==> src/rtl/fppa_pkg.sv <==
`timescale 1ns / 1ps

package fppa_pkg;

  // Field widths of the request, the result and the configuration port.
  localparam int SIZE_W    = 16;
  localparam int COUNT_W   = 3;
  localparam int PART_W    = 3;
  localparam int POLICY_W  = 2;
  localparam int CFG_IDX_W = 3;

  // Number of capacity registers in the configuration space.
  localparam int REG_SLOTS = 6;

  typedef logic [SIZE_W-1:0]    size_t;
  typedef logic [COUNT_W-1:0]   count_t;
  typedef logic [PART_W-1:0]    part_t;
  typedef logic [POLICY_W-1:0]  policy_t;
  typedef logic [CFG_IDX_W-1:0] cfg_idx_t;

  // Placement policy codes. The one unused code behaves as first fit.
  localparam policy_t FIT_FIRST = 2'd0;
  localparam policy_t FIT_BEST  = 2'd1;
  localparam policy_t FIT_WORST = 2'd2;

  // Configuration register indexes. Capacities follow from the first one up.
  localparam cfg_idx_t CFG_FIT_POLICY      = 3'd0;
  localparam cfg_idx_t CFG_PARTITION_COUNT = 3'd1;
  localparam cfg_idx_t CFG_PARTITION0_SIZE = 3'd2;

  // Reset values of the configuration registers.
  localparam policy_t FIT_POLICY_RESET      = FIT_FIRST;
  localparam count_t  PARTITION_COUNT_RESET = 3'd5;
  localparam size_t   SIZE_RESET [REG_SLOTS] = '{16'd50, 16'd100, 16'd90, 16'd200,
                                                  16'd60, 16'd0};

endpackage

==> src/rtl/fppa_req_if.sv <==
`timescale 1ns / 1ps

interface fppa_req_if;
  logic               valid;
  logic               ready;
  fppa_pkg::size_t    request_size;

  modport source (output valid, output request_size, input ready);
  modport sink   (input valid, input request_size, output ready);
endinterface

==> src/rtl/fppa_res_if.sv <==
`timescale 1ns / 1ps

interface fppa_res_if;
  logic               valid;
  logic               ready;
  logic               granted;
  fppa_pkg::part_t    chosen_partition;
  fppa_pkg::size_t    free_after;

  modport source (output valid, output granted, output chosen_partition,
                  output free_after, input ready);
  modport sink   (input valid, input granted, input chosen_partition,
                  input free_after, output ready);
endinterface

==> src/rtl/fppa_cfg_if.sv <==
`timescale 1ns / 1ps

interface fppa_cfg_if;
  logic               valid;
  logic               ready;
  fppa_pkg::cfg_idx_t index;
  fppa_pkg::size_t    data;

  modport source (output valid, output index, output data, input ready);
  modport sink   (input valid, input index, input data, output ready);
endinterface

==> src/rtl/fit_policy_partition_allocator_unit.sv <==
`timescale 1ns / 1ps
// A request is taken only in the idle state; the scan then reads one allocated amount
// per cycle from the memory for each active partition (partition_count saturated to
// NUM_PARTITIONS), and the finish state loads the result register, and for a grant writes
// back the allocated amount, once that register is free. A zero request or a count of zero
// skips the scan. No new request is taken until the result of the last one is loaded.
// Reset (rst, synchronous) restores every configuration register to its reset value,
// marks every partition empty through per-entry valid bits and drops any pending result.
module fit_policy_partition_allocator_unit #(
  parameter int NUM_PARTITIONS = 6
) (
  input  logic       clk,
  input  logic       rst,
  fppa_req_if.sink   req,
  fppa_res_if.source res,
  fppa_cfg_if.sink   cfg
);

  localparam int IDX_W = (NUM_PARTITIONS > 1) ? $clog2(NUM_PARTITIONS) : 1;

  typedef logic [IDX_W-1:0] idx_t;

  typedef enum logic [1:0] {
    ST_IDLE,
    ST_SCAN,
    ST_FINISH
  } state_t;

  // Config regs: the user changes them only while no request is in flight; not enforced.
  fppa_pkg::policy_t fit_policy;
  fppa_pkg::count_t  partition_count;
  fppa_pkg::size_t   part_size [fppa_pkg::REG_SLOTS];

  // Allocated amount of each partition lives in a synchronous memory. The valid
  // bits stand in for the all-zero reset: an entry never written reads as zero.
  fppa_pkg::size_t   alloc_mem [NUM_PARTITIONS];
  logic [NUM_PARTITIONS-1:0] alloc_valid;
  fppa_pkg::size_t   rd_amt;
  logic              rd_valid;
  idx_t              rd_addr;
  logic              wr_en;

  // Request in flight and the best candidate seen so far in the scan.
  state_t            state;
  fppa_pkg::size_t   req_size;
  idx_t              scan_idx;
  logic              found;
  idx_t              pick_idx;
  fppa_pkg::size_t   pick_free;
  fppa_pkg::size_t   pick_amt;

  // Result register; it decouples the scan from a stalled consumer.
  logic              res_valid;
  logic              res_granted;
  fppa_pkg::part_t   res_partition;
  fppa_pkg::size_t   res_free;

  fppa_pkg::count_t  count_sat;
  logic              count_zero;
  idx_t              last_idx;
  fppa_pkg::size_t   cur_amt;
  fppa_pkg::size_t   cur_cap;
  fppa_pkg::size_t   cur_free;
  logic              cur_take;
  logic              slot_free;

  // Active partitions: the count saturates at the memory depth.
  always_comb begin
    if (partition_count > fppa_pkg::count_t'(NUM_PARTITIONS)) begin
      count_sat = fppa_pkg::count_t'(NUM_PARTITIONS);
    end else begin
      count_sat = partition_count;
    end
    count_zero = (count_sat == '0);
    last_idx   = count_zero ? '0 : idx_t'(count_sat - 3'd1);
  end

  // The scan reads one entry ahead: the first read is issued with the request
  // transfer, and each scan cycle issues the read for the next partition.
  always_comb begin
    rd_addr = '0;
    if (state == ST_SCAN && scan_idx != last_idx) begin
      rd_addr = scan_idx + idx_t'(1);
    end
  end

  assign slot_free = !res_valid || res.ready;
  assign wr_en     = (state == ST_FINISH) && found && slot_free;

  always_ff @(posedge clk) begin
    rd_amt   <= alloc_mem[rd_addr];
    rd_valid <= alloc_valid[rd_addr];
    if (wr_en) begin
      alloc_mem[pick_idx] <= pick_amt + req_size;
    end
  end

  always_ff @(posedge clk) begin
    if (rst) begin
      alloc_valid <= '0;
    end else if (wr_en) begin
      alloc_valid[pick_idx] <= 1'b1;
    end
  end

  // Free space of the partition whose amount is on the read port this cycle.
  // A capacity rewritten below the allocated amount leaves no free space.
  always_comb begin
    cur_amt  = rd_valid ? rd_amt : '0;
    cur_cap  = part_size[fppa_pkg::PART_W'(scan_idx)];
    cur_free = (cur_cap > cur_amt) ? (cur_cap - cur_amt) : '0;
    cur_take = 1'b0;
    if (cur_free >= req_size) begin
      if (!found) begin
        cur_take = 1'b1;
      end else if (fit_policy == fppa_pkg::FIT_BEST) begin
        cur_take = (cur_free < pick_free);
      end else if (fit_policy == fppa_pkg::FIT_WORST) begin
        cur_take = (cur_free > pick_free);
      end
    end
  end

  assign req.ready            = (state == ST_IDLE);
  assign cfg.ready            = 1'b1;
  assign res.valid            = res_valid;
  assign res.granted          = res_granted;
  assign res.chosen_partition = res_partition;
  assign res.free_after       = res_free;

  always_ff @(posedge clk) begin
    if (rst) begin
      state           <= ST_IDLE;
      res_valid       <= 1'b0;
      found           <= 1'b0;
      fit_policy      <= fppa_pkg::FIT_POLICY_RESET;
      partition_count <= fppa_pkg::PARTITION_COUNT_RESET;
      part_size       <= fppa_pkg::SIZE_RESET;
    end else begin
      if (cfg.valid) begin
        unique case (cfg.index)
          fppa_pkg::CFG_FIT_POLICY: begin
            fit_policy <= cfg.data[fppa_pkg::POLICY_W-1:0];
          end
          fppa_pkg::CFG_PARTITION_COUNT: begin
            partition_count <= cfg.data[fppa_pkg::COUNT_W-1:0];
          end
          default: begin
            part_size[cfg.index - fppa_pkg::CFG_PARTITION0_SIZE] <= cfg.data;
          end
        endcase
      end

      // In the finish state a free slot is reloaded below instead.
      if (res_valid && res.ready && state != ST_FINISH) begin
        res_valid <= 1'b0;
      end

      unique case (state)
        ST_IDLE: begin
          if (req.valid) begin
            req_size  <= req.request_size;
            scan_idx  <= '0;
            found     <= 1'b0;
            pick_idx  <= '0;
            pick_free <= '0;
            pick_amt  <= '0;
            // A zero request or no active partition is refused without a scan.
            if (req.request_size == '0 || count_zero) begin
              state <= ST_FINISH;
            end else begin
              state <= ST_SCAN;
            end
          end
        end
        ST_SCAN: begin
          if (cur_take) begin
            found     <= 1'b1;
            pick_idx  <= scan_idx;
            pick_free <= cur_free;
            pick_amt  <= cur_amt;
          end
          if (scan_idx == last_idx) begin
            state <= ST_FINISH;
          end else begin
            scan_idx <= scan_idx + idx_t'(1);
          end
        end
        ST_FINISH: begin
          // The write-back and the result load happen in the same cycle, once
          // the result register is free.
          if (slot_free) begin
            res_valid <= 1'b1;
            if (found) begin
              res_granted   <= 1'b1;
              res_partition <= fppa_pkg::PART_W'(pick_idx);
              res_free      <= pick_free - req_size;
            end else begin
              res_granted   <= 1'b0;
              res_partition <= '0;
              res_free      <= '0;
            end
            state <= ST_IDLE;
          end
        end
        default: begin
          state <= ST_IDLE;
        end
      endcase
    end
  end

endmodule

==> src/flat_wrapper.sv <==
// flat-port wrapper written by rule: the top's interface ports become plain ports
module fit_policy_partition_allocator_unit_flat 
#(
  parameter int NUM_PARTITIONS = 6
)
  (clk, rst, req_valid, req_request_size, req_ready, res_valid, res_granted, res_chosen_partition, res_free_after, res_ready, cfg_valid, cfg_index, cfg_data, cfg_ready);
  fppa_req_if req_i ();
  fppa_res_if res_i ();
  fppa_cfg_if cfg_i ();
  input  logic clk;
  input  logic rst;
  input wire logic [$bits(req_i.valid)-1:0] req_valid;
  input wire logic [$bits(req_i.request_size)-1:0] req_request_size;
  output wire logic [$bits(req_i.ready)-1:0] req_ready;
  output wire logic [$bits(res_i.valid)-1:0] res_valid;
  output wire logic [$bits(res_i.granted)-1:0] res_granted;
  output wire logic [$bits(res_i.chosen_partition)-1:0] res_chosen_partition;
  output wire logic [$bits(res_i.free_after)-1:0] res_free_after;
  input wire logic [$bits(res_i.ready)-1:0] res_ready;
  input wire logic [$bits(cfg_i.valid)-1:0] cfg_valid;
  input wire logic [$bits(cfg_i.index)-1:0] cfg_index;
  input wire logic [$bits(cfg_i.data)-1:0] cfg_data;
  output wire logic [$bits(cfg_i.ready)-1:0] cfg_ready;
  assign req_i.valid = req_valid;
  assign req_i.request_size = req_request_size;
  assign req_ready = req_i.ready;
  assign res_valid = res_i.valid;
  assign res_granted = res_i.granted;
  assign res_chosen_partition = res_i.chosen_partition;
  assign res_free_after = res_i.free_after;
  assign res_i.ready = res_ready;
  assign cfg_i.valid = cfg_valid;
  assign cfg_i.index = cfg_index;
  assign cfg_i.data = cfg_data;
  assign cfg_ready = cfg_i.ready;
  fit_policy_partition_allocator_unit #(.NUM_PARTITIONS(NUM_PARTITIONS)) u_core (.clk(clk), .rst(rst), .req(req_i), .res(res_i), .cfg(cfg_i));
endmodule
==> config.mk <==
export PLATFORM = sky130hd
export DESIGN_NAME = fit_policy_partition_allocator_unit_flat
export DESIGN_NICKNAME = d
export VERILOG_FILES = /design/src/rtl/fppa_pkg.sv /design/src/rtl/fppa_req_if.sv /design/src/rtl/fppa_res_if.sv /design/src/rtl/fppa_cfg_if.sv /design/src/rtl/fit_policy_partition_allocator_unit.sv /design/src/flat_wrapper.sv
export SDC_FILE = /design/constraint.sdc
export NUM_CORES = 1
export LEC_CHECK = 0
export BUFFER_PORTS_ARGS = -buffer_cell sky130_fd_sc_hd__buf_2
export CORE_MARGIN = 1
export CORE_UTILIZATION = 35
export CTS_CLUSTER_SIZE = 12
export DETAILED_ROUTE_END_ITERATION = 10
export PLACE_DENSITY = 0.56
export SYNTH_ARGS = -nofsm -noshare
export SYNTH_HDL_FRONTEND = slang
export SYNTH_SLANG_ARGS = --single-unit
==> constraint.sdc <==
create_clock -name clk -period 7.29 [get_ports clk]
set_clock_uncertainty 0.1 [all_clocks]
set_input_delay 1.0935 -clock clk [delete_from_list [all_inputs] [get_ports clk]]
set_output_delay 1.0935 -clock clk [all_outputs]
set_load 0.02 [all_outputs]
Yosys cells after proc, flatten, opt, wreduce, memory -nomap -nowiden
Memories as Yosys holds them, arrays and structs flattened. A register that Yosys moved wholly into a read port is not among the register bits.
Index checks and enable logic that the tools add are counted.
Cells by class
  add/sub/neg operators: 6
  order comparisons: 11
  equality and inequality tests: 13
  multiplexer cells: 43
  bitwise gates (word level): 5
  reduce and logical (&&, ||, !) cells: 25
Operators by type and width (count)
  $mux W16: 8
  $bwmux W96: 1
  $pmux W16 S2: 2
  $bmux W16 S3: 1
  $demux W16 S3: 1
  $gt A16 B16 Y1: 2
  $sub A16 B16 Y16: 2
  $mux W3: 6
  $add A16 B16 Y16: 1
  $ge A16 B16 Y1: 1
  $logic_not A16 Y1: 1
  $lt A16 B16 Y1: 1
  $mux W1: 14
  $pmux W3 S2: 2
  $reduce_and A3 Y1: 4
  $ge A4 B4 Y1 const B: 2
  $lt A3 B4 Y1 const B: 2
  $mux W2: 4
  $ne A2 B2 Y1 const B: 4
  $not A3 Y4: 2
  $reduce_and A4 Y1: 2
  $logic_and A1 B1 Y1: 7
  $logic_not A3 Y1: 2
  $or A6 B6 Y6: 1
  other kinds (23): 30
Storage, ports and cells
  register bits after elaboration: 186
  bits in writable memories: 96
  input port bits: 40
  output and inout port bits: 23
  word-level logic and storage cells: 125
  memories kept: 1
Memory list
  u_core.alloc_mem: depth 6, width 16, read ports 1, clocked after memory_dff 1, write ports 1, RTL line fit_policy_partition_allocator_unit.sv:36  | fppa_pkg::size_t alloc_mem [NUM_PARTITIONS];

Longest topological paths before layout
Gate-level depths: netlist (run 1).
  word-level depth: 13
  gate-level depth with buffers: 22
  gate-level depth less buffers: 19

Worst setup path after synthesis (run 1)
OpenSTA, ideal clock, no wires.
  path type: reg2reg
  start: register u_core.scan_idx[0]
  end: register u_core.pick_amt[0] (enable)
  library setup time: 0.440 ns
  arrival: 6.804 ns
  data required time: 6.750 ns
  slack: -0.054 ns
  cell stages (with the launch flop): 21
  path buffers: 3
  period minus slack after synthesis: 7.344 ns
  path through: edfxtp_1 clkbuf_1 clkbuf_1 mux4_2 a21oi_1 ha_1 inv_1 fa_1 a211oi_1 o211ai_1 a41oi_1 o22ai_1 o21bai_1 clkbuf_1 nor2_1 ha_1 a2111oi_0 nand3_1 a31oi_1 mux2i_1 o22ai_1
On the way
  cells in the longest elaborated chain, start to end: 13
  elaborated cells between the ends (all ways): 16
  those cells by class: add/sub: 1; order compare: 4; eq/ne: 1; mux: 8; bitwise: 1; reduce/logical: 1
Ends and longest elaborated chain
  from (decl): RTL line fit_policy_partition_allocator_unit.sv:46  | idx_t scan_idx;
  from (signal assigned): RTL line fit_policy_partition_allocator_unit.sv:186  | scan_idx <= scan_idx + idx_t'(1);
  $not A3 Y4 (implied by the code) (*): RTL line fit_policy_partition_allocator_unit.sv:110  | cur_cap = part_size[fppa_pkg::PART_W'(scan_idx)];
  $bmux W16 S3 (*): RTL line fit_policy_partition_allocator_unit.sv:110
  $mux W16 (implied by the code) (*) (2 in series): RTL line fit_policy_partition_allocator_unit.sv:110
  $sub A16 B16 Y16 / $gt A16 B16 Y1 (equally long branches): RTL line fit_policy_partition_allocator_unit.sv:111  | cur_free = (cur_cap > cur_amt) ? (cur_cap - cur_amt) : '0;
  $mux W16 (*): RTL line fit_policy_partition_allocator_unit.sv:111
  named net u_core.cur_free[5]: RTL line fit_policy_partition_allocator_unit.sv:63  | fppa_pkg::size_t cur_free;
  $gt A16 B16 Y1: RTL line fit_policy_partition_allocator_unit.sv:119  | cur_take = (cur_free > pick_free);
  $mux W1: RTL line fit_policy_partition_allocator_unit.sv:118  | end else if (fit_policy == fppa_pkg::FIT_WORST) begin
  $mux W1: RTL line fit_policy_partition_allocator_unit.sv:116  | end else if (fit_policy == fppa_pkg::FIT_BEST) begin
  $mux W1: RTL line fit_policy_partition_allocator_unit.sv:114  | if (!found) begin
  $mux W1 (*): RTL line fit_policy_partition_allocator_unit.sv:113  | if (cur_free >= req_size) begin
  $ne A2 B1 Y1 (no line) (*)
  $reduce_and A4 Y1 (no line) (*)
  to (signal assigned): RTL line fit_policy_partition_allocator_unit.sv:181  | pick_amt <= cur_amt;
  to (decl): RTL line fit_policy_partition_allocator_unit.sv:50  | fppa_pkg::size_t pick_amt;
Mark *: on every way through the listed nets, which the timed path passes. The rest lies on a longest branch. The select of a mux whose other input is x is not followed.
A chain may end at the register's enable or synchronous reset.

Final worst setup path (run 1)
  start: register u_core.scan_idx[1]
  end: register u_core.pick_amt[6] (enable)
Same word-level chain as after synthesis.

==> flow_metrics.py, run 1 <==
metrics = {
    "yosys": {
        "yosys_most_used_dff": "edfxtp_1",
        "synth_top_family_by_area": "simple AND/OR/NAND/NOR gates",
        "syn_area_per_cell_um2": 10.23,
        "synth_common_cells": "nand2_1 (254), edfxtp_1 (170), a21oi_1 (138), dfxtp_1 (128), nor2_1 (104)",
        "synthXorXnorAreaFrac": 0.01810,
        "yosys.area.top_type_share": 0.3516,
        "muxShareOfSynthArea": 0.05585,
        "synth_compound_gate_area_share": 0.1402,
        "synth-simple-area-share": 0.1518,
        "ys_seq_area_frac": 0.5281,
        "synthesis.instances": 1419,
        "synth_edf_count": 170,
        "synthTopCellsByArea": "edfxtp_1 (35%), dfxtp_1 (18%), ha_1 (7.0%)",
        "synth_fa_ha_area_frac": 0.07395,
        "ys_seq_elements": 298,
        "synth-async-reset-ratio": 0,
        "yosys_warnings": 0,
        "syn_area_um2": 14520,
        "synth_area_leader_cell": "edfxtp_1",
        "synth_cell_types": 65,
        "synth.most_common_cell": "nand2_1",
        "syn-num-nets": 1543,
    },
    "route": {
        "firstDrtPassIters": 4,
        "antenna_left": 0,
        "post_drt_wl_per_cell_um": 19.57,
        "vias": 10797,
        "vias_per_cell": 5.295,
        "routed_wl_mm": 39.90,
        "drt_iter0_markers": 777,
        "drc_errors": 0,
    },
    "layout": {
        "fill_cells": 3872,
        "n_antenna_cell": 0,
        "drive_gt1_frac": 0.1135,
        "nNetsFinal": 1605,
        "design_area_um2": 16600,
        "syn_to_final_growth_pct": 14.33,
    },
    "critical_path": {
        "crit_type": "flop to flop",
        "required_ns": 7.42,
        "path_max_fanout": 24,
        "cp-end-kind": "flop",
        "arrival_ns": 6.33,
        "critPathLaunchType": "flop",
    },
    "cts": {
        "clock-sinks": 298,
        "clockBufferDepth": 3,
        "cts_root_buf": "clkbuf_16",
        "ctsResizeCount": 0,
        "path_clk_slew_ns": 0.06,
        "cts_inserted_buffers": 35,
        "ctsHoldBuffers": 0,
        "htreeDepth": 2,
        "cts_tree": "yes",
        "clk_latency_ns": 0.53,
        "post_cts_buffers": 0,
    },
    "hold_path": {
        "min_path_type": "flop to flop",
    },
    "global_routing": {
        "grt_pass1_vias": 10534,
        "track_usage": 0.1898,
        "gr-total-overflow": 0,
        "grt_max_degree": 68,
        "antenna_found_initial": 0,
        "grt_pass1_wl_mm": 60.99,
    },
    "timing": {
        "layout_min_cycle_time_ns": 6.202,
        "tightest_slew_ns": 1.221,
        "fmax_mhz": 161.2,
        "setup_viol": 0,
        "period_share": 0.8508,
        "setup_tns_ns": 0,
        "hold_viol_final": 0,
        "drv_slew": 0,
        "grt_setup_unrepaired": "no",
        "slew_headroom": 0.1803,
    },
    "floorplanning": {
        "row_count": 74,
        "coreArea_um2": 40830,
        "die_h_um": 205.7,
        "die-area_um2": 42300,
        "die_w_um": 205.7,
        "ios": 63,
        "initial_core_util": 0.3555,
    },
    "power": {
        "vdd_drop_max_uv": 156.1,
        "power.density_nw_per_um2": 286.3,
        "p_leak_uw": 0.006191,
    },
    "run_status": {
        "outcome": "finished, final reports clean",
    },
    "place": {
        "port_buffers": 61,
        "placed_cell_area_um2": 15480,
        "place.gp.congestion": 0.8616,
        "dp_hpwl_mm": 27.63,
    },
    "job": {
        "maxCapViolCount": 0,
    },
}
[sequential cells by signal, summed over array words and instances, names as in the netlist]
| signal | count |
|---|---|
| u_core.found | 1 |
| u_core.res.chosen_partition | 3 |
| u_core.partition_count | 3 |
| u_core.res.valid | 1 |
| u_core.part_size | 96 |
| u_core.state | 2 |
| u_core.rd_amt | 16 |
| u_core.res.free_after | 16 |
| u_core.scan_idx | 3 |
| u_core.alloc_valid | 6 |
| u_core.rd_valid | 1 |
| u_core.res.granted | 1 |
| u_core.pick_free | 16 |
| u_core.pick_idx | 3 |
| u_core.req_size | 16 |
| u_core.alloc_mem | 96 |
| u_core.fit_policy | 2 |
| u_core.pick_amt | 16 |
[report_power, final]
group	leakage, µW	internal, µW	switching, µW
clock	0.000548	1000	690
sequential	0.00261	1900	47.6
combinational	0.00304	411	697
[through the flow]
step | hold WS [ns] | setup WS, ns | cells | utilization | power, µW
4_1_cts | 0.3539 | 1.064 | 2039 | 0.4065 | 4779
3_3_place_gp | 0.3397 | 1.254 | 1976 | 0.3791 | 3067
5_1_grt | 0.3690 | 0.5698 | 2039 | 0.4065 | 4983
2_1_floorplan | 0.3331 | 0.7750 | 1419 | - | 2742
3_5_place_dp | 0.3468 | 1.101 | 1976 | 0.3791 | 3081
6_report | 0.3516 | 1.088 | 2039 | 0.4065 | 4752
[path summary, 6_finish.rpt]
kind         cells past startpoint  slack [ns]                  from              endpoint
max                             20        1.09    u_core.scan_idx[1]    u_core.pick_amt[6]
min                              2        0.35  u_core.part_size[12]  u_core.part_size[12]
max reg2reg                     20        1.09    u_core.scan_idx[1]    u_core.pick_amt[6]
min reg2reg                      2        0.35  u_core.part_size[12]  u_core.part_size[12]
[routing by layer]
| layer | track usage | wire length, µm |
|---|---|---|
| met5 | 0 | 0 |
| met4 | 0.06455 | 1062 |
| met3 | 0.02756 | 2084 |
| met1 | 0.2620 | 18540 |
| met2 | 0.3030 | 18210 |
[worst max-delay path, stage by stage, from the launching register on]
cell	delay, ns
edfxtp_1	0.67
nand2b_1	0.70
nor2_1	0.08
a21oi_1	0.16
ha_1	0.20
inv_1	0.06
fa_1	0.42
a211oi_1	0.30
o211ai_1	0.20
a41oi_1	0.34
o22ai_1	0.14
o21bai_1	0.14
buf_4	0.24
nor3_1	0.12
ha_1	0.33
a2111oi_0	0.47
nand3_1	0.14
a31oi_1	0.22
mux2i_1	0.16
o22ai_4	0.44
buf_12	0.25
[placed cells by master (no fill, tap or decap), drive strengths merged, types with 12 or more instances in the layout]
master,synthesis,layout
mux4,16,16
a211oi,12,12
a221o,17,17
nor2,104,104
mux2i,45,45
o21ai,65,65
inv,54,55
a21oi,138,138
dfxtp,128,128
edfxtp,170,170
nor2b,16,16
clkbuf,51,56
xnor2,19,19
nand2b,20,20
nand2,254,254
nor3,20,20
a21o,12,12
buf,9,85
nand3,38,38
ha,81,81
and2,12,12
a2bb2oi,14,14
[cell families after synthesis]
family	after synthesis
DFF	298
buffers and inverters	116
muxes	61
other	1
and+or+nand+nor	502
adders and majority gates	84
AOI/OAI and AO/OA	327
xor gates and xnor gates	30
[layout make-up]
class	count	area, µm²	share of cell area
Tap cell	532	665.6	0.04010
Timing Repair Buffer	85	500.5	0.03015
Sequential cell	298	7667	0.4619
Clock buffer	56	1061	0.06392
Inverter	56	210.2	0.01266
Clock inverter	7	60.06	0.003618
Multi-Input combinational cell	1005	6434	0.3876
No activity file was read; power rests on OpenSTA's default activity.
==> run 2, diff against run 1 <==
--- a/config.mk
+++ b/config.mk
@@ -6,10 +6,12 @@
 export NUM_CORES = 1
 export LEC_CHECK = 0
 export BUFFER_PORTS_ARGS = -buffer_cell sky130_fd_sc_hd__buf_2
+export CAP_MARGIN = 5
 export CORE_MARGIN = 1
 export CORE_UTILIZATION = 35
 export CTS_CLUSTER_SIZE = 12
 export DETAILED_ROUTE_END_ITERATION = 10
+export GPL_TIMING_DRIVEN = 0
 export PLACE_DENSITY = 0.56
 export SYNTH_ARGS = -nofsm -noshare
 export SYNTH_HDL_FRONTEND = slang
==> flow_metrics.py, run 2 (synthesized netlist as in run 1, its figures left out) <==
metrics = {
    "floorplanning": {
        "coreArea_um2": 40830,
        "ios": 63,
        "die_h_um": 205.7,
        "die-area_um2": 42300,
        "row_count": 74,
        "initial_core_util": 0.3555,
        "die_w_um": 205.7,
    },
    "timing": {
        "slew_headroom": 0.4358,
        "fmax_mhz": 144.8,
        "drv_slew": 0,
        "hold_viol_final": 0,
        "grt_setup_unrepaired": "no",
        "layout_min_cycle_time_ns": 6.907,
        "setup_viol": 0,
        "period_share": 0.9474,
        "tightest_slew_ns": 0.8403,
        "worst_slack_ns": 0.3833,
    },
    "global_routing": {
        "grt_max_degree": 21,
        "track_usage": 0.1938,
        "grt_pass1_wl_mm": 61.84,
        "grt_pass1_vias": 10689,
        "antenna_found_initial": 1,
        "gr-total-overflow": 0,
    },
    "critical_path": {
        "path_max_fanout": 20,
        "path_cells": "clkbuf_2 -> clkbuf_2 -> mux4_2 -> a21oi_1 -> ha_1 -> inv_1 -> fa_1 -> a211oi_1 -> o211ai_1 -> a41oi_1 -> o22ai_1 -> o21bai_2 -> clkbuf_1 -> nor2_1 -> ha_1 -> nand4_1 -> nor3_1 -> nand4_1 -> a31o_2 -> mux2i_1 -> o22ai_4 -> buf_16",
        "reg2reg_to": "u_core.pick_amt[10]",
        "required_ns": 7.46,
        "crit_type": "flop to flop",
        "cp-end-kind": "flop",
        "crit_slowest_cell": "mux4_2",
        "reg2reg_depth": 22,
        "arrival_ns": 7.08,
        "critPathLaunchType": "flop",
        "reg2reg_from": "u_core.scan_idx[0]",
        "r2r_setup_slack_ns": 0.38,
        "cp_slowest_stage_delay_ns": 0.58,
    },
    "place": {
        "place_inst": 2016,
        "port_buffers": 56,
        "place_ws_ns": -0.5511,
        "placed_cell_area_um2": 15640,
        "dp_hpwl_mm": 30.25,
        "place.gp.congestion": 0.8711,
    },
    "cts": {
        "path_clk_slew_ns": 0.06,
        "htreeDepth": 2,
        "cts_root_buf": "clkbuf_16",
        "cts_inserted_buffers": 35,
        "clock-sinks": 298,
        "clk_latency_ns": 0.53,
        "clockBufferDepth": 3,
        "cts_tree": "yes",
    },
    "route": {
        "post_drt_wl_per_cell_um": 19.50,
        "firstDrtPassIters": 6,
        "drc_errors": 0,
        "drt_iter0_markers": 808,
        "routed_wl_mm": 40.56,
        "vias": 10952,
        "antenna_left": 0,
        "vias_per_cell": 5.265,
    },
    "layout": {
        "design_area_um2": 16850,
        "mostFrequentLayoutCell": "nand2_1",
        "final_cell_mix": "nand2_1 (254), edfxtp_1 (170), a21oi_1 (138), dfxtp_1 (128), nor2_1 (99)",
        "nNetsFinal": 1647,
        "syn_to_final_growth_pct": 16.08,
        "reg_top3": "u_core.alloc_mem (96), u_core.part_size (96)",
        "drive_gt1_frac": 0.1073,
        "fill_cells": 3907,
        "layout.cells.non_filler": 2080,
    },
    "hold_path": {
        "min_path_cells": 2,
        "hp-start": "u_core.part_size[9]",
        "hold_path_end": "u_core.part_size[9]",
        "min_path_type": "flop to flop",
    },
    "power": {
        "total_power_uw": 4853,
        "power.density_nw_per_um2": 288.0,
        "vdd_drop_max_uv": 142.8,
        "p_leak_uw": 0.006265,
    },
    "job": {
        "maxCapViolCount": 0,
    },
    "run_status": {
        "outcome": "finished, final reports clean",
    },
}
## run 2: cell types whose count changed in the layout (fill, tap and decap cells not counted), sizes merged
cell	change
diode	+1
buf	-9
inv	+1
clkinvlp	-1
bufinv	+3
clkinv	-1
clkbuf	+47
## run 2: report_power, final
group          internal (µW)  switching [µW]  total [µW]
sequential              1900            46.6        1950
clock                   1090             692        1780
combinational            417             706        1120
## run 2: area by class of cell
cell class	instances	area [µm²]	share of cell area
Sequential cell	298	7667	0.4550
Multi-Input combinational cell	1005	6435	0.3818
Clock buffer	52	1032	0.06125
Tap cell	532	665.6	0.03950
Timing Repair Buffer	67	444.2	0.02636
Buffer	60	256.5	0.01522
Inverter	56	210.2	0.01247
Clock inverter	9	138.9	0.008241
Antenna cell	1	2.502	0.0001485
## run 2: critical path: cells and delay by family (launching register included)
kind	cells	cell delay [ns]
and+or+nand+nor	4	0.92
muxes	2	0.82
DFF	1	0.35
AOI/OAI and AO/OA	8	2.07
adders and majority gates	3	0.96
buffers and inverters	5	1.42
## run 2: routing by layer
metal / global-route usage / vias up / share of wire
li1: - / 5320 / -
met1: 0.2679 / 5237 / 0.46
met2: 0.3011 / 322 / 0.45
met3: 0.02677 / 73 / 0.050
met4: 0.08571 / 0 / 0.041
met5: 0 / - / 0
## run 2: per-stage QoR
step | setup TNS, ns | utilization | hold slack (ns)
2_1_floorplan | 0 | - | 0.3331
3_3_place_gp | -42.68 | 0.3789 | 0.3392
3_5_place_dp | -16.69 | 0.3831 | 0.3453
4_1_cts | 0 | 0.4128 | 0.3535
5_1_grt | 0 | 0.4127 | 0.3617
6_report | 0 | 0.4127 | 0.3520
## run 2: how the worst max path moves through the flow
stage                             startpoint             endpoint  slack, ns  depth (start not counted)
after global routing      u_core.scan_idx[0]  u_core.pick_amt[15]      0.008                         22
after global placement    u_core.scan_idx[0]   u_core.pick_amt[8]      -1.22                         20
final                     u_core.scan_idx[0]  u_core.pick_amt[10]       0.38                         22
after detailed placement  u_core.scan_idx[0]  u_core.pick_amt[10]      -0.55                         21
after CTS                 u_core.scan_idx[0]  u_core.pick_amt[10]       0.13                         22
after floorplan           u_core.scan_idx[0]   u_core.pick_amt[0]       0.77                         20
## run 2: timing repair
| item | CTS | global route |
|---|---|---|
| pin swaps | 1 | 0 |
| endpoints found under the setup margin | 36 | 35 |
| resized for setup | 5 | 6 |
| hold buffers | 0 | 0 |
| buffers inserted | 2 | 0 |
| endpoints found under the hold margin | 0 | 0 |
==> run 3, diff against run 2 <==
--- a/config.mk
+++ b/config.mk
@@ -12,7 +12,7 @@
 export CTS_CLUSTER_SIZE = 12
 export DETAILED_ROUTE_END_ITERATION = 10
 export GPL_TIMING_DRIVEN = 0
-export PLACE_DENSITY = 0.56
+export PLACE_DENSITY = 0.54
 export SYNTH_ARGS = -nofsm -noshare
 export SYNTH_HDL_FRONTEND = slang
 export SYNTH_SLANG_ARGS = --single-unit
==> constraint.sdc (replaced) <==
create_clock -name clk -period 6.5 [get_ports clk]
set_clock_uncertainty 0.1 [all_clocks]
set_input_delay 0.975 -clock clk [delete_from_list [all_inputs] [get_ports clk]]
set_output_delay 0.975 -clock clk [all_outputs]
set_load 0.02 [all_outputs]
==> flow_metrics.py, run 3 (synthesized netlist as in run 1, its figures left out) <==
metrics = {
    "floorplanning": {
        "row_count": 74,
        "die-area_um2": 42300,
        "coreArea_um2": 40830,
        "die_h_um": 205.7,
        "initial_core_util": 0.3555,
        "die_w_um": 205.7,
        "ios": 63,
    },
    "route": {
        "vias": 10919,
        "vias_per_cell": 5.247,
        "firstDrtPassIters": 5,
        "antenna_left": 0,
        "routed_wl_mm": 41.84,
        "drt_iter0_markers": 755,
        "drc_errors": 0,
        "post_drt_wl_per_cell_um": 20.11,
    },
    "critical_path": {
        "crit_type": "flop to flop",
        "cp_slowest_stage_delay_ns": 0.54,
        "required_ns": 6.70,
        "cp-end-kind": "flop",
        "cp_num_buf_inv": 5,
        "crit_slowest_cell": "mux4_2",
        "path_cells": "clkbuf_4 -> clkbuf_8 -> mux4_2 -> a21oi_1 -> ha_1 -> inv_1 -> fa_1 -> a211oi_2 -> o211ai_1 -> a41oi_2 -> o22ai_1 -> o21bai_4 -> clkbuf_4 -> nor2_1 -> ha_1 -> nand4_1 -> nor3_4 -> nand4_1 -> a31o_2 -> mux2i_4 -> o22ai_4 -> buf_12",
        "arrival_ns": 6.28,
        "path_max_fanout": 10,
        "cp_top_family": "compound AO/OA/AOI/OAI gates",
        "critPathLaunchType": "flop",
    },
    "timing": {
        "grt_setup_unrepaired": "no",
        "fmax_mhz": 164.4,
        "layout_min_cycle_time_ns": 6.081,
        "hold-worst-slack_ns": 0.3512,
        "slew_headroom": 0.3563,
        "setup_viol": 0,
        "hold_viol_final": 0,
        "drv_slew": 0,
        "worst_slack_ns": 0.4188,
        "period_share": 0.9356,
        "tightest_slew_ns": 0.9603,
    },
    "cts": {
        "clock-sinks": 298,
        "path_clk_slew_ns": 0.06,
        "htreeDepth": 2,
        "ctsHoldBuffers": 0,
        "cts_inserted_buffers": 35,
        "clk_latency_ns": 0.54,
        "cts_tree": "yes",
        "clockBufferDepth": 3,
        "cts_root_buf": "clkbuf_16",
    },
    "hold_path": {
        "min_path_type": "flop to flop",
    },
    "power": {
        "power.density_nw_per_um2": 322.2,
        "p_leak_uw": 0.006271,
        "vdd_drop_max_uv": 144.6,
        "total_power_uw": 5454,
    },
    "global_routing": {
        "track_usage": 0.2008,
        "gr-total-overflow": 0,
        "grt_max_degree": 19,
        "grt_pass1_vias": 10473,
        "antenna_found_initial": 0,
        "grt_pass1_wl_mm": 63.20,
    },
    "place": {
        "port_buffers": 56,
        "placed_cell_area_um2": 15630,
        "place_ws_ns": -1.633,
        "dp_hpwl_mm": 30.68,
        "place.gp.congestion": 0.8495,
    },
    "layout": {
        "drive_gt1_frac": 0.1110,
        "syn_to_final_growth_pct": 16.59,
        "fill_cells": 3938,
        "reg_top3": "u_core.alloc_mem (96), u_core.part_size (96)",
        "n_antenna_cell": 0,
        "mostFrequentLayoutCell": "nand2_1",
        "nNetsFinal": 1649,
        "final_core_util": 0.4145,
        "design_area_um2": 16930,
        "final_cell_mix": "nand2_1 (254), edfxtp_1 (170), a21oi_1 (138), dfxtp_1 (128), nor2_1 (99)",
    },
    "job": {
        "maxCapViolCount": 0,
    },
    "run_status": {
        "outcome": "finished, final reports clean",
    },
}
-- run 3: stage by stage --
| step | cells | setup TNS, ns |
|---|---|---|
| 5_1_grt | 2081 | 0 |
| 6_report | 2081 | 0 |
| 4_1_cts | 2080 | 0 |
| 2_1_floorplan | 1419 | 0 |
| 3_3_place_gp | 2007 | -58.93 |
| 3_5_place_dp | 2015 | -57.88 |
-- run 3: path summary, 6_finish.rpt --
kind | start | end | slack, ns | depth (start not counted)
worst max-delay path | u_core.scan_idx[0] | u_core.pick_idx[0] | 0.42 | 22
worst min-delay path | u_core.part_size[86] | u_core.part_size[86] | 0.35 | 2
worst max register to register | u_core.scan_idx[0] | u_core.pick_idx[0] | 0.42 | 22
worst min register to register | u_core.part_size[86] | u_core.part_size[86] | 0.35 | 2
-- run 3: power by group --
group / total (µW) / switching, µW / internal [µW]
clock: 1960 / 775 / 1180
combinational: 1310 / 823 / 488
sequential: 2190 / 53.6 / 2130
-- run 3: cell type report --
type,count,area [µm²],share of cell area
Clock buffer,55,1044,0.06165
Buffer,60,279.0,0.01648
Tap cell,532,665.6,0.03933
Multi-Input combinational cell,1006,6505,0.3843
Inverter,56,210.2,0.01242
Clock inverter,6,86.33,0.005101
Sequential cell,298,7667,0.4530
Timing Repair Buffer,68,469.2,0.02772
-- run 3: layer usage --
metal / up-vias / routed length (µm) / track usage
met5: - / 0 / 0
met4: 0 / 1390 / 0.07381
met3: 58 / 2015 / 0.02930
met2: 291 / 18870 / 0.3124
met1: 5243 / 19560 / 0.2818
li1: 5327 / - / -
-- run 3: what timing repair did --
| action | CTS | global route |
|---|---|---|
| endpoints found under the setup margin | 36 | 36 |
| pin swaps | 2 | 1 |
| gates resized for setup | 17 | 13 |
| endpoints found under the hold margin | 0 | 0 |
| setup buffers | 3 | 1 |
| gates cloned | 1 | 0 |
-- run 3: worst reg2reg max path: stages, from the launching register on --
cell      delay (ns)
edfxtp_1        0.34
clkbuf_4        0.25
clkbuf_8        0.25
mux4_2          0.55
a21oi_1         0.23
ha_1            0.20
inv_1           0.06
fa_1            0.44
a211oi_2        0.27
o211ai_1        0.20
a41oi_2         0.27
o22ai_1         0.16
o21bai_4        0.25
clkbuf_4        0.27
nor2_1          0.11
ha_1            0.33
nand4_1         0.17
nor3_4          0.29
nand4_1         0.19
a31o_2          0.31
mux2i_4         0.26
o22ai_4         0.15
buf_12          0.20
